**config.mk**
```make
export PLATFORM = sky130hd
export DESIGN_NAME = detector_coincidence_event_builder_top
export DESIGN_NICKNAME = d
export VERILOG_FILES = /design/src/dceb_pkg.sv /design/src/detector_coincidence_event_builder_top.sv /design/src/dceb_front.sv /design/src/dceb_queue.sv /design/src/dceb_back.sv
export SDC_FILE = /design/constraint.sdc
export NUM_CORES = 2
export LEC_CHECK = 0
export BUFFER_PORTS_ARGS = -buffer_cell sky130_fd_sc_hd__buf_2
export CAP_MARGIN = 20
export CORE_UTILIZATION = 35
export DETAILED_ROUTE_END_ITERATION = 10
export GPL_TIMING_DRIVEN = 0
export SLEW_MARGIN = 20
export SYNTH_ARGS = -nofsm -noshare
export SYNTH_HDL_FRONTEND = slang
export SYNTH_SLANG_ARGS = --single-unit
```
**constraint.sdc**
```tcl
create_clock -name clk -period 31.1 [get_ports clk]
set_clock_uncertainty 0.2 [all_clocks]
set_input_delay 1.555 -clock clk [delete_from_list [all_inputs] [get_ports clk]]
set_output_delay 1.555 -clock clk [all_outputs]
set_load 0.005 [all_outputs]
```
**src/dceb_pkg.sv**
```systemverilog
// Package for the coincidence event builder: widths, register indexes and the close record.
`timescale 1ns / 1ps
`default_nettype none
package dceb_pkg;
  localparam int TIME_BITS_DEF   = 48;
  localparam int HEIGHT_BITS_DEF = 16;
  localparam int CFG_IDX_BITS    = 3;
  localparam int CFG_DATA_BITS   = 16;
  localparam int Q_BITS          = 18;

  typedef enum logic [CFG_IDX_BITS-1:0] {
    REG_KICKER  = 3'd0,
    REG_TIMING  = 3'd1,
    REG_POSMAP  = 3'd2,
    REG_PLOW    = 3'd3,
    REG_PHIGH   = 3'd4,
    REG_WINDOW  = 3'd5
  } reg_idx_t;

  // Record of one closed window handed from the front part to the back part.
  typedef struct packed {
    logic [15:0] pulse_a;
    logic [15:0] pulse_b;
    logic [15:0] pulse_c;
    logic [15:0] pulse_d;
    logic [63:0] group_start;
    logic [63:0] start_since_kick;
    logic [9:0]  hit_total;
    logic [31:0] kick_total;
    logic [31:0] timing_total;
  } close_rec_t;
endpackage
`default_nettype wire

```
**src/detector_coincidence_event_builder_top.sv**
```systemverilog
// Top level of the coincidence event builder.
`timescale 1ns / 1ps
`default_nettype none
// Hits enter on the slave stream and pass through the front part in turn
// (capture and classify, then update state); a new hit is taken only after
// the last one is through. A closing hit puts a record into a four-deep queue;
// the back part computes both charge ratios with two bit-serial dividers that
// run side by side, then holds the result word until taken. Hits keep flowing
// while the dividers work, until the queue nears full.
module detector_coincidence_event_builder_top #(
  parameter int TIME_BITS   = dceb_pkg::TIME_BITS_DEF,
  parameter int HEIGHT_BITS = dceb_pkg::HEIGHT_BITS_DEF
) (
  input  wire logic         clk,
  input  wire logic         rst,
  input  wire logic         cfg_valid,
  output logic              cfg_ready,
  input  wire logic [2:0]   cfg_index,
  input  wire logic [15:0]  cfg_data,
  input  wire logic         s_axis_tvalid,
  output logic              s_axis_tready,
  // channel[3:0], energy, timestamp, zero fill
  input  wire logic [((4+HEIGHT_BITS+TIME_BITS+7)/8)*8-1:0] s_axis_tdata,
  output logic              m_axis_tvalid,
  input  wire logic         m_axis_tready,
  // pulse_a,b,c,d, group_start, start_since_kick, hit_total, kick_total,
  // timing_total, pos_x, pos_y, zero fill
  output logic [((139+2*TIME_BITS+2*dceb_pkg::Q_BITS+7)/8)*8-1:0] m_axis_tdata
);
  import dceb_pkg::*;
  close_rec_t rec_w, rec_q;
  logic rec_v, full, q_v, q_take;

  dceb_front #(.TIME_BITS(TIME_BITS), .HEIGHT_BITS(HEIGHT_BITS)) u_front (
    .clk, .rst, .cfg_valid, .cfg_ready, .cfg_index, .cfg_data,
    .in_valid(s_axis_tvalid), .in_ready(s_axis_tready),
    .in_channel(s_axis_tdata[3:0]),
    .in_energy(s_axis_tdata[4 +: HEIGHT_BITS]),
    .in_timestamp(s_axis_tdata[4+HEIGHT_BITS +: TIME_BITS]),
    .rec_valid(rec_v), .rec(rec_w), .rec_full(full));

  dceb_queue u_queue (.clk, .rst, .wr_valid(rec_v), .wr_data(rec_w),
    .almost_full(full), .rd_valid(q_v), .rd_take(q_take), .rd_data(rec_q));

  dceb_back #(.TIME_BITS(TIME_BITS)) u_back (.clk, .rst, .rec_valid(q_v),
    .rec_take(q_take), .rec(rec_q), .out_valid(m_axis_tvalid),
    .out_ready(m_axis_tready), .out_data(m_axis_tdata));
endmodule
`default_nettype wire

```
**src/dceb_front.sv**
```systemverilog
// Front part: classifies hits, keeps counters and anode store, forms close records.
`timescale 1ns / 1ps
`default_nettype none
module dceb_front #(
  parameter int TIME_BITS   = dceb_pkg::TIME_BITS_DEF,
  parameter int HEIGHT_BITS = dceb_pkg::HEIGHT_BITS_DEF
) (
  input  wire logic                   clk,
  input  wire logic                   rst,
  input  wire logic                   cfg_valid,
  output logic                        cfg_ready,
  input  wire logic [2:0]             cfg_index,
  input  wire logic [15:0]            cfg_data,
  input  wire logic                   in_valid,
  output logic                        in_ready,
  input  wire logic [3:0]             in_channel,
  input  wire logic [HEIGHT_BITS-1:0] in_energy,
  input  wire logic [TIME_BITS-1:0]   in_timestamp,
  output logic                        rec_valid,
  output dceb_pkg::close_rec_t        rec,
  input  wire logic                   rec_full
);
  import dceb_pkg::*;

  logic [3:0]  kicker_channel, timing_channel;
  logic [15:0] position_channel_map, pulse_low, pulse_high, coincidence_window;
  logic [31:0] kick_count, timing_count;
  logic [TIME_BITS-1:0] kick_time, window_start;
  logic kick_pending, timing_pending;
  logic [15:0] anode_height [4];
  logic [7:0]  anode_hits [4];

  // Stage-1 registers: hit captured and classified.
  logic                   s1_valid;
  logic [3:0]             s1_ch;
  logic [HEIGHT_BITS-1:0] s1_e;
  logic [TIME_BITS-1:0]   s1_t;
  logic                   s1_kick, s1_tim;
  logic [TIME_BITS:0]     s1_diff;

  assign cfg_ready = 1'b1;
  assign in_ready  = !s1_valid && !rec_full;

  // Configuration registers.
  always_ff @(posedge clk) begin
    if (rst) begin
      kicker_channel       <= 4'd0;
      timing_channel       <= 4'd1;
      position_channel_map <= 16'h7654;
      pulse_low            <= 16'd0;
      pulse_high           <= 16'hFFFF;
      coincidence_window   <= 16'd1;
    end else if (cfg_valid) begin
      unique case (cfg_index)
        REG_KICKER: kicker_channel       <= cfg_data[3:0];
        REG_TIMING: timing_channel       <= cfg_data[3:0];
        REG_POSMAP: position_channel_map <= cfg_data;
        REG_PLOW:   pulse_low            <= cfg_data;
        REG_PHIGH:  pulse_high           <= cfg_data;
        REG_WINDOW: coincidence_window   <= cfg_data;
        default: ;
      endcase
    end
  end

  logic in_win;
  logic [16:0] e_ext;
  assign e_ext  = {{(17-HEIGHT_BITS){1'b0}}, in_energy};
  assign in_win = (e_ext > {1'b0, pulse_low}) && (e_ext < {1'b0, pulse_high});

  // Stage 2 decisions from registered hit.
  logic kick_pend_n, tim_pend_n, do_close;
  logic [31:0] kc_n, tc_n;
  logic [TIME_BITS-1:0] kt_n;
  logic [TIME_BITS:0] wdiff;
  logic [2:0] slot;
  logic [9:0] tot;
  logic [TIME_BITS:0] ssk;

  always_comb begin
    kc_n = kick_count;
    tc_n = timing_count;
    kt_n = kick_time;
    kick_pend_n = kick_pending;
    tim_pend_n  = timing_pending;
    if (s1_kick) begin
      if (kick_count != '1) kc_n = kick_count + 32'd1;
      kt_n = s1_t;
      kick_pend_n = 1'b1;
    end else if (s1_tim) begin
      if (timing_count != '1) tc_n = timing_count + 32'd1;
      tim_pend_n = 1'b1;
    end
    wdiff = s1_diff;
    do_close = (kc_n != 32'd0) && ((!wdiff[TIME_BITS] &&
               (wdiff > {{(TIME_BITS-15){1'b0}}, coincidence_window}))
               || kick_pend_n || tim_pend_n);
    slot = 3'd4;
    for (int k = 3; k >= 0; k--) begin
      if (s1_ch == position_channel_map[4*k +: 4]) slot = 3'(k);
    end
    tot = 10'(anode_hits[0]) + 10'(anode_hits[1]) + 10'(anode_hits[2])
        + 10'(anode_hits[3]);
    ssk = {1'b0, window_start} - {1'b0, kt_n};
  end

  always_ff @(posedge clk) begin
    if (rst) begin
      s1_valid <= 1'b0;
      rec_valid <= 1'b0;
      kick_count <= '0;
      timing_count <= '0;
      kick_time <= '0;
      window_start <= '0;
      kick_pending <= 1'b0;
      timing_pending <= 1'b0;
      for (int k = 0; k < 4; k++) begin
        anode_height[k] <= '0;
        anode_hits[k]   <= '0;
      end
    end else begin
      rec_valid <= s1_valid && do_close;
      if (in_valid && in_ready) begin
        s1_valid <= 1'b1;
        s1_ch    <= in_channel;
        s1_e     <= in_energy;
        s1_t     <= in_timestamp;
        s1_kick  <= (in_channel == kicker_channel) && in_win;
        s1_tim   <= (in_channel == timing_channel) && in_win;
        s1_diff  <= {1'b0, in_timestamp} - {1'b0, window_start};
      end else if (s1_valid) begin
        s1_valid     <= 1'b0;
        kick_count   <= kc_n;
        timing_count <= tc_n;
        kick_time    <= kt_n;
        kick_pending   <= kick_pend_n && !do_close;
        timing_pending <= tim_pend_n && !do_close;
        if (do_close) begin
          rec.pulse_a <= anode_height[0];
          rec.pulse_b <= anode_height[1];
          rec.pulse_c <= anode_height[2];
          rec.pulse_d <= anode_height[3];
          rec.group_start <= 64'(window_start);
          rec.start_since_kick <= 64'(ssk);
          rec.hit_total <= tot;
          rec.kick_total <= kc_n;
          rec.timing_total <= tc_n;
          window_start <= s1_t;
        end
        for (int k = 0; k < 4; k++) begin
          if (slot == 3'(k)) begin
            anode_height[k] <= 16'(s1_e);
            if (do_close) anode_hits[k] <= 8'd1;
            else if (anode_hits[k] != 8'hFF) anode_hits[k] <= anode_hits[k] + 8'd1;
          end else if (do_close) begin
            anode_height[k] <= '0;
            anode_hits[k]   <= '0;
          end
        end
      end
    end
  end

  // A close record is only formed in the cycle after a classified hit.
  a_rec_after_hit: assert property (@(posedge clk) disable iff (rst)
    rec_valid |-> $past(s1_valid)) else $error("record without hit");
  a_one_hit: assert property (@(posedge clk) disable iff (rst)
    s1_valid |=> !s1_valid) else $error("hit held twice");
  a_no_take_full: assert property (@(posedge clk) disable iff (rst)
    rec_full |-> !in_ready) else $error("accept while queue full");
endmodule
`default_nettype wire

```
**src/dceb_queue.sv**
```systemverilog
// Short FIFO of close records between the front and back parts.
`timescale 1ns / 1ps
`default_nettype none
module dceb_queue (
  input  wire logic                 clk,
  input  wire logic                 rst,
  input  wire logic                 wr_valid,
  input  wire dceb_pkg::close_rec_t wr_data,
  output logic                      almost_full,
  output logic                      rd_valid,
  input  wire logic                 rd_take,
  output dceb_pkg::close_rec_t      rd_data
);
  import dceb_pkg::*;
  localparam int DEPTH = 4;
  close_rec_t mem [DEPTH];
  logic [1:0] wp, rp;
  logic [2:0] cnt;

  // Front stops taking hits while a record could still arrive with the queue near full.
  assign almost_full = (cnt >= 3'(DEPTH - 1));
  assign rd_valid = (cnt != 3'd0);
  assign rd_data  = mem[rp];

  always_ff @(posedge clk) begin
    if (wr_valid) mem[wp] <= wr_data;
  end

  always_ff @(posedge clk) begin
    if (rst) begin
      wp <= '0; rp <= '0; cnt <= '0;
    end else begin
      if (wr_valid) wp <= wp + 2'd1;
      if (rd_take && rd_valid) rp <= rp + 2'd1;
      cnt <= cnt + 3'(wr_valid) - 3'(rd_take && rd_valid);
    end
  end
endmodule
`default_nettype wire

```
**src/dceb_back.sv**
```systemverilog
// Back part: radix-2 restoring division for both charge ratios, then output register.
`timescale 1ns / 1ps
`default_nettype none
module dceb_back #(
  parameter int TIME_BITS = dceb_pkg::TIME_BITS_DEF
) (
  input  wire logic                 clk,
  input  wire logic                 rst,
  input  wire logic                 rec_valid,
  output logic                      rec_take,
  input  wire dceb_pkg::close_rec_t rec,
  output logic                      out_valid,
  input  wire logic                 out_ready,
  output logic [((139+2*TIME_BITS+2*dceb_pkg::Q_BITS+7)/8)*8-1:0] out_data
);
  import dceb_pkg::*;

  typedef enum logic [2:0] {
    S_IDLE = 3'b001, S_DIV = 3'b010, S_OUT = 3'b100
  } state_t;
  state_t state;

  close_rec_t cur;
  logic [4:0]  step;
  logic [32:0] rx, ry;
  logic [32:0] qx, qy;
  logic [16:0] dx, dy;

  logic [33:0] tx, ty;
  assign tx = {rx[32:0], qx[32]} - {17'd0, dx};
  assign ty = {ry[32:0], qy[32]} - {17'd0, dy};

  assign rec_take  = (state == S_IDLE) && rec_valid;
  assign out_valid = (state == S_OUT);

  logic [Q_BITS-1:0] px, py;
  assign px = (dx == 17'd0) ? '1 : qx[Q_BITS-1:0];
  assign py = (dy == 17'd0) ? '1 : qy[Q_BITS-1:0];

  always_comb begin
    out_data = '0;
    out_data[15:0]   = cur.pulse_a;
    out_data[31:16]  = cur.pulse_b;
    out_data[47:32]  = cur.pulse_c;
    out_data[63:48]  = cur.pulse_d;
    out_data[64 +: TIME_BITS] = cur.group_start[TIME_BITS-1:0];
    out_data[64+TIME_BITS +: TIME_BITS+1] = cur.start_since_kick[TIME_BITS:0];
    out_data[65+2*TIME_BITS +: 10]  = cur.hit_total;
    out_data[75+2*TIME_BITS +: 32]  = cur.kick_total;
    out_data[107+2*TIME_BITS +: 32] = cur.timing_total;
    out_data[139+2*TIME_BITS +: Q_BITS] = px;
    out_data[157+2*TIME_BITS +: Q_BITS] = py;
  end

  // One quotient bit per cycle for each ratio; the 32-bit dividend A<<16 sits in the
  // top of the shift register, so once all of it has shifted through, the quotient is in its low bits.
  always_ff @(posedge clk) begin
    if (rst) begin
      state <= S_IDLE;
    end else begin
      unique case (state)
        S_IDLE: if (rec_valid) begin
          cur  <= rec;
          qx   <= {rec.pulse_a, 16'd0, 1'b0};
          qy   <= {rec.pulse_c, 16'd0, 1'b0};
          rx   <= '0; ry <= '0;
          dx   <= 17'(rec.pulse_a) + 17'(rec.pulse_b);
          dy   <= 17'(rec.pulse_c) + 17'(rec.pulse_d);
          step <= '0;
          state <= S_DIV;
        end
        S_DIV: begin
          if (!tx[33]) begin rx <= tx[32:0]; qx <= {qx[31:0], 1'b1}; end
          else begin rx <= {rx[31:0], qx[32]}; qx <= {qx[31:0], 1'b0}; end
          if (!ty[33]) begin ry <= ty[32:0]; qy <= {qy[31:0], 1'b1}; end
          else begin ry <= {ry[31:0], qy[32]}; qy <= {qy[31:0], 1'b0}; end
          step <= step + 5'd1;
          if (step == 5'd31) state <= S_OUT;
        end
        S_OUT: if (out_ready) state <= S_IDLE;
        default: state <= S_IDLE;
      endcase
    end
  end

  a_hold: assert property (@(posedge clk) disable iff (rst)
    out_valid && !out_ready |=> out_valid) else $error("word dropped");
  a_take_idle: assert property (@(posedge clk) disable iff (rst)
    rec_take |=> state == S_DIV) else $error("take outside idle");
  a_onehot: assert property (@(posedge clk) disable iff (rst)
    $onehot(state)) else $error("state code");
endmodule
`default_nettype wire

```
==> results.txt <==
----------------------------------------------------
[Detailed routing]
  Post-detailed-routing wire length ... between 200000 and 250000 µm
  DRC ... 0
  Remaining number of nets flagged by the antenna check after routing ... 0
  Iteration count of the initial detailed-routing pass ... 6
  Detailed-route wire length per cell ... 21.8 µm
  Iteration-0 DRC count of the detailed router ... approximately 3100
  Via count ... just under 50000
  Routed via count divided by cell count ... 5.00

[GRT]
  Via count of the first global-routing pass ... 47700
  Pin count of the biggest net entering global routing ... 52
  Global-route wire length before repair ... a little over 300000 µm
  Total congestion overflow after global routing ... 0
  Total routing usage reported by global routing ... 0.170
  Number of antenna violations at the first check in global routing ... 87

[Layout]
  Number of inserted filler cells in the final layout ... 21800
  Ratio of cells with drive above 1 in the final layout ... 0.181
  Footprint of the multi-input gates ... ~24000 µm²
  Final #Nets ... roughly 6600
  Area growth from synthesis to layout ... 17.1%
  FF/Latch Area ... just under 60000 µm²

[Flow run]
  Number of violations of the max-capacitance limit ... 0

[Setup path]
  Critical Path RT ... around 32000 ps
  CP Capture Type ... register
  Endpoint arrival time on the critical path ... 7260 ps
  Highest net fanout along the worst path ... 10
  Element type at the critical path start ... register
  Classification of the worst setup path ... reg -> reg

[Timing]
  Final Hold Fails ... 0
  Worst hold slack after final layout ... 219 ps
  Pins over their slew limit ... 0
  Max Clk Rate ... roughly 150 MHz
  Worst slew margin ... 0.256
  Setup violation total in the final timing report ... 0
  RSZ-0062 raised after global routing ... no
  Fraction of the cycle the final worst path needs ... 0.221
  Least setup slack across all paths after layout ... 24240 ps
  Least-Margin Pin Slew ... ~1100 ps
  Post-route minimum period ... 6860 ps

[CTS]
  # clock sinks ... slightly above 2000
  Post-CTS Resized ... 0
  Inserted Clock Buffers ... between 200 and 250
  Clock root buffer ... clkbuf_16
  Buffer depth of the longest clock path ... 3
  Clock latency on the worst-skew pair ... a little under 900 ps
  TritonCTS clock tree ... built
  Post-CTS repair timing setup buffer count ... 0
  Hold buffer count at CTS ... 0
  Clock H-tree levels ... 4
  Clk pin slew, worst setup/hold paths ... about 60 ps

[Floorplanning]
  Number of top-level pins ... around 370
  Die width ... 494 µm
  Cell Rows ... 180
  Die Ht ... between 400 and 500 µm
  Initial core utilization ... 0.352
  Area enclosed by the die boundary ... between 200000 and 250000 µm²
  Area inside the core boundary ... approximately 240000 µm²

[Synth]
  Share of synthesized area occupied by flip-flops and latches ... 0.695
  Total number of yosys warnings ... 0
  Post-Synthesis Cell Area ... around 85000 µm²
  Top_reg_cell synth ... edfxtp_1
  Number of flops mapped to enable cells by yosys ... around 1800
  Synth Net Count ... 5931
  Async set or reset register ratio after synthesis ... 0
  Synthesis-stage register bit count ... 2044
  Per-instance average area after synthesis ... ~15 µm²
  Number of distinct library cells after synthesis ... 79
  Cell count after synthesis ... roughly 5600

[Placed design]
  Placer's final routability congestion estimate ... between 0.8 and 0.9
  Port bufs ... roughly 360
  Worst setup timing slack at the placement stage ... approximately 24000 ps
  Half-perimeter wire length of the detailed placement result ... 153000 µm

[Power and ir drop]
  Max VDD drop ... approximately 0.051 mV
  Power per unit of standard cell area ... 76.1 nW/µm²
  Lkg Pwr ... about 34 nW

[Run status]
  Outcome ... finished clean

[Worst hold path]
  Type of the most critical hold path ... reg -> reg

----------------------------------------------------
## Yosys cell counts (15+ instances only)
master / instances / share of area
edfxtp_1: 1796 / 0.64
nand2_1: 433 / 0.019
nor2_1: 366 / 0.016
a21oi_1: 269 / 0.016
dfxtp_1: 248 / 0.059
ha_1: 240 / 0.035
mux4_2: 235 / 0.062
inv_1: 231 / 0.010
xnor2_1: 190 / 0.020
clkbuf_1: 156 / 0.0069
xor2_1: 150 / 0.016
and2_1: 126 / 0.0093
mux2i_1: 121 / 0.014
nand3_1: 111 / 0.0066
o21ai_0: 106 / 0.0063
a21o_1: 69 / 0.0061
nand4_1: 64 / 0.0047
nor3_1: 54 / 0.0032
or2_2: 54 / 0.0040
nor4_1: 46 / 0.0034
nor2b_1: 44 / 0.0032
nand2b_1: 40 / 0.0030
and3_1: 39 / 0.0029
buf_1: 32 / 0.0014
o21a_1: 30 / 0.0027
or3_1: 28 / 0.0021
buf_2: 26 / 0.0015
a211o_1: 24 / 0.0025
a211oi_1: 21 / 0.0019
o21bai_1: 20 / 0.0018
a31oi_1: 17 / 0.0013
fa_1: 17 / 0.0040
nand3b_1: 15 / 0.0013
## per-layer routing
| metal | vias up | part of all wire | wire [µm] | global-route usage |
|---|---|---|---|---|
| met5 | - | 0.0016 | 328 | 0 |
| met4 | 58 | 0.028 | 5980 | 0.0606 |
| met3 | 380 | 0.062 | 13100 | 0.0376 |
| met2 | 1356 | 0.48 | 101000 | 0.279 |
| met1 | 24200 | 0.43 | 89700 | 0.220 |
| li1 | 22400 | - | - | - |
## layout make-up
cell class | count | area share
Antenna cell | 22 | 0.000555
Tap cell | 3185 | 0.0401
Multi-Input combinational cell | 3086 | 0.244
Timing Repair Buffer | 487 | 0.0331
Clock buffer | 257 | 0.0560
Inverter | 232 | 0.00877
Clock inverter | 132 | 0.0157
Sequential cell | 2044 | 0.593
Buffer | 216 | 0.00870
## critical path: stages (launching register included)
cell and delay, ps:
edfxtp_1 430, clkbuf_1 650, clkbuf_1 480, clkbuf_1 790, mux2i_1 320, ha_1 310
o21a_1 170, o31ai_1 130, a22oi_1 500, nand4_1 280, a211oi_1 860, o2111ai_1 400
o21ai_0 410, a41oi_1 250, o21ai_0 290, xor2_1 100
## worst paths after layout
kind | start | end | slack, ps | cells after the start
max | u_front.s1_kick | u_front.rec[121] | 24240 | 15
max reg2reg | u_front.s1_kick | u_front.rec[121] | 24240 | 15
min | u_front.anode_height[1][0] | u_front.rec[234] | 220 | 0
min reg2reg | u_front.anode_height[1][0] | u_front.rec[234] | 220 | 0
## logic make-up (layout without fill, tap and decap cells)
kind of cell	Yosys count	in the layout	synth area share
adders and majority gates	257	257	0.0394
and+or+nand+nor	1465	1465	0.0835
muxes	361	361	0.0774
xor gates and xnor gates	340	340	0.0351
other	2	24	0.0000886
DFF	2044	2044	0.695
AOI/OAI and AO/OA	661	661	0.0492
buffers and inverters	448	1324	0.0203
## cell usage in the layout (no fill, tap or decap), drive strengths merged, types with 150 or more instances in the layout
| cell | synthesis | layout |
|---|---|---|
| edfxtp | 1796 | 1796 |
| inv | 231 | 242 |
| nand2 | 433 | 433 |
| clkbuf | 156 | 414 |
| nor2 | 371 | 371 |
| xnor2 | 190 | 190 |
| buf | 60 | 546 |
| mux4 | 235 | 235 |
| ha | 240 | 240 |
| xor2 | 150 | 150 |
| a21oi | 269 | 269 |
| dfxtp | 248 | 248 |
## registers in the layout, summed over array words and instances (netlist names), 48 cells and up, named ones only
| signal | cells |
|---|---|
| u_back.out_data | 235 |
| u_front.anode_height | 64 |
| u_front.rec | 235 |
| u_queue.mem | 940 |
| u_front.s1_diff | 49 |
| u_front.s1_t | 48 |
| u_front.window_start | 48 |
| u_front.kick_time | 48 |
## power breakdown
part / leakage (nW) / internal, mW / total, mW / switching (mW)
clock network: 3.44 / 1.49 / 2.58 / 1.09
logic: 12.3 / 0.625 / 1.52 / 0.898
registers: 18.5 / 3.33 / 3.46 / 0.129
## stage by stage
step | total power, mW | std cells | TNS (ps) | util | cell area [µm²]
2_1_floorplan | 4.57 | 5578 | 0 | - | 84800
3_3_place_gp | 5.21 | 9127 | -5076280 | 0.376 | 90600
3_5_place_dp | 5.05 | 9250 | 0 | 0.383 | 92100
4_1_cts | 7.65 | 9639 | 0 | 0.412 | 99200
5_1_grt | 7.89 | 9655 | 0 | 0.413 | 99300
6_report | 7.56 | 9661 | 0 | 0.413 | 99300
Power figures use the tool's default switching activity.
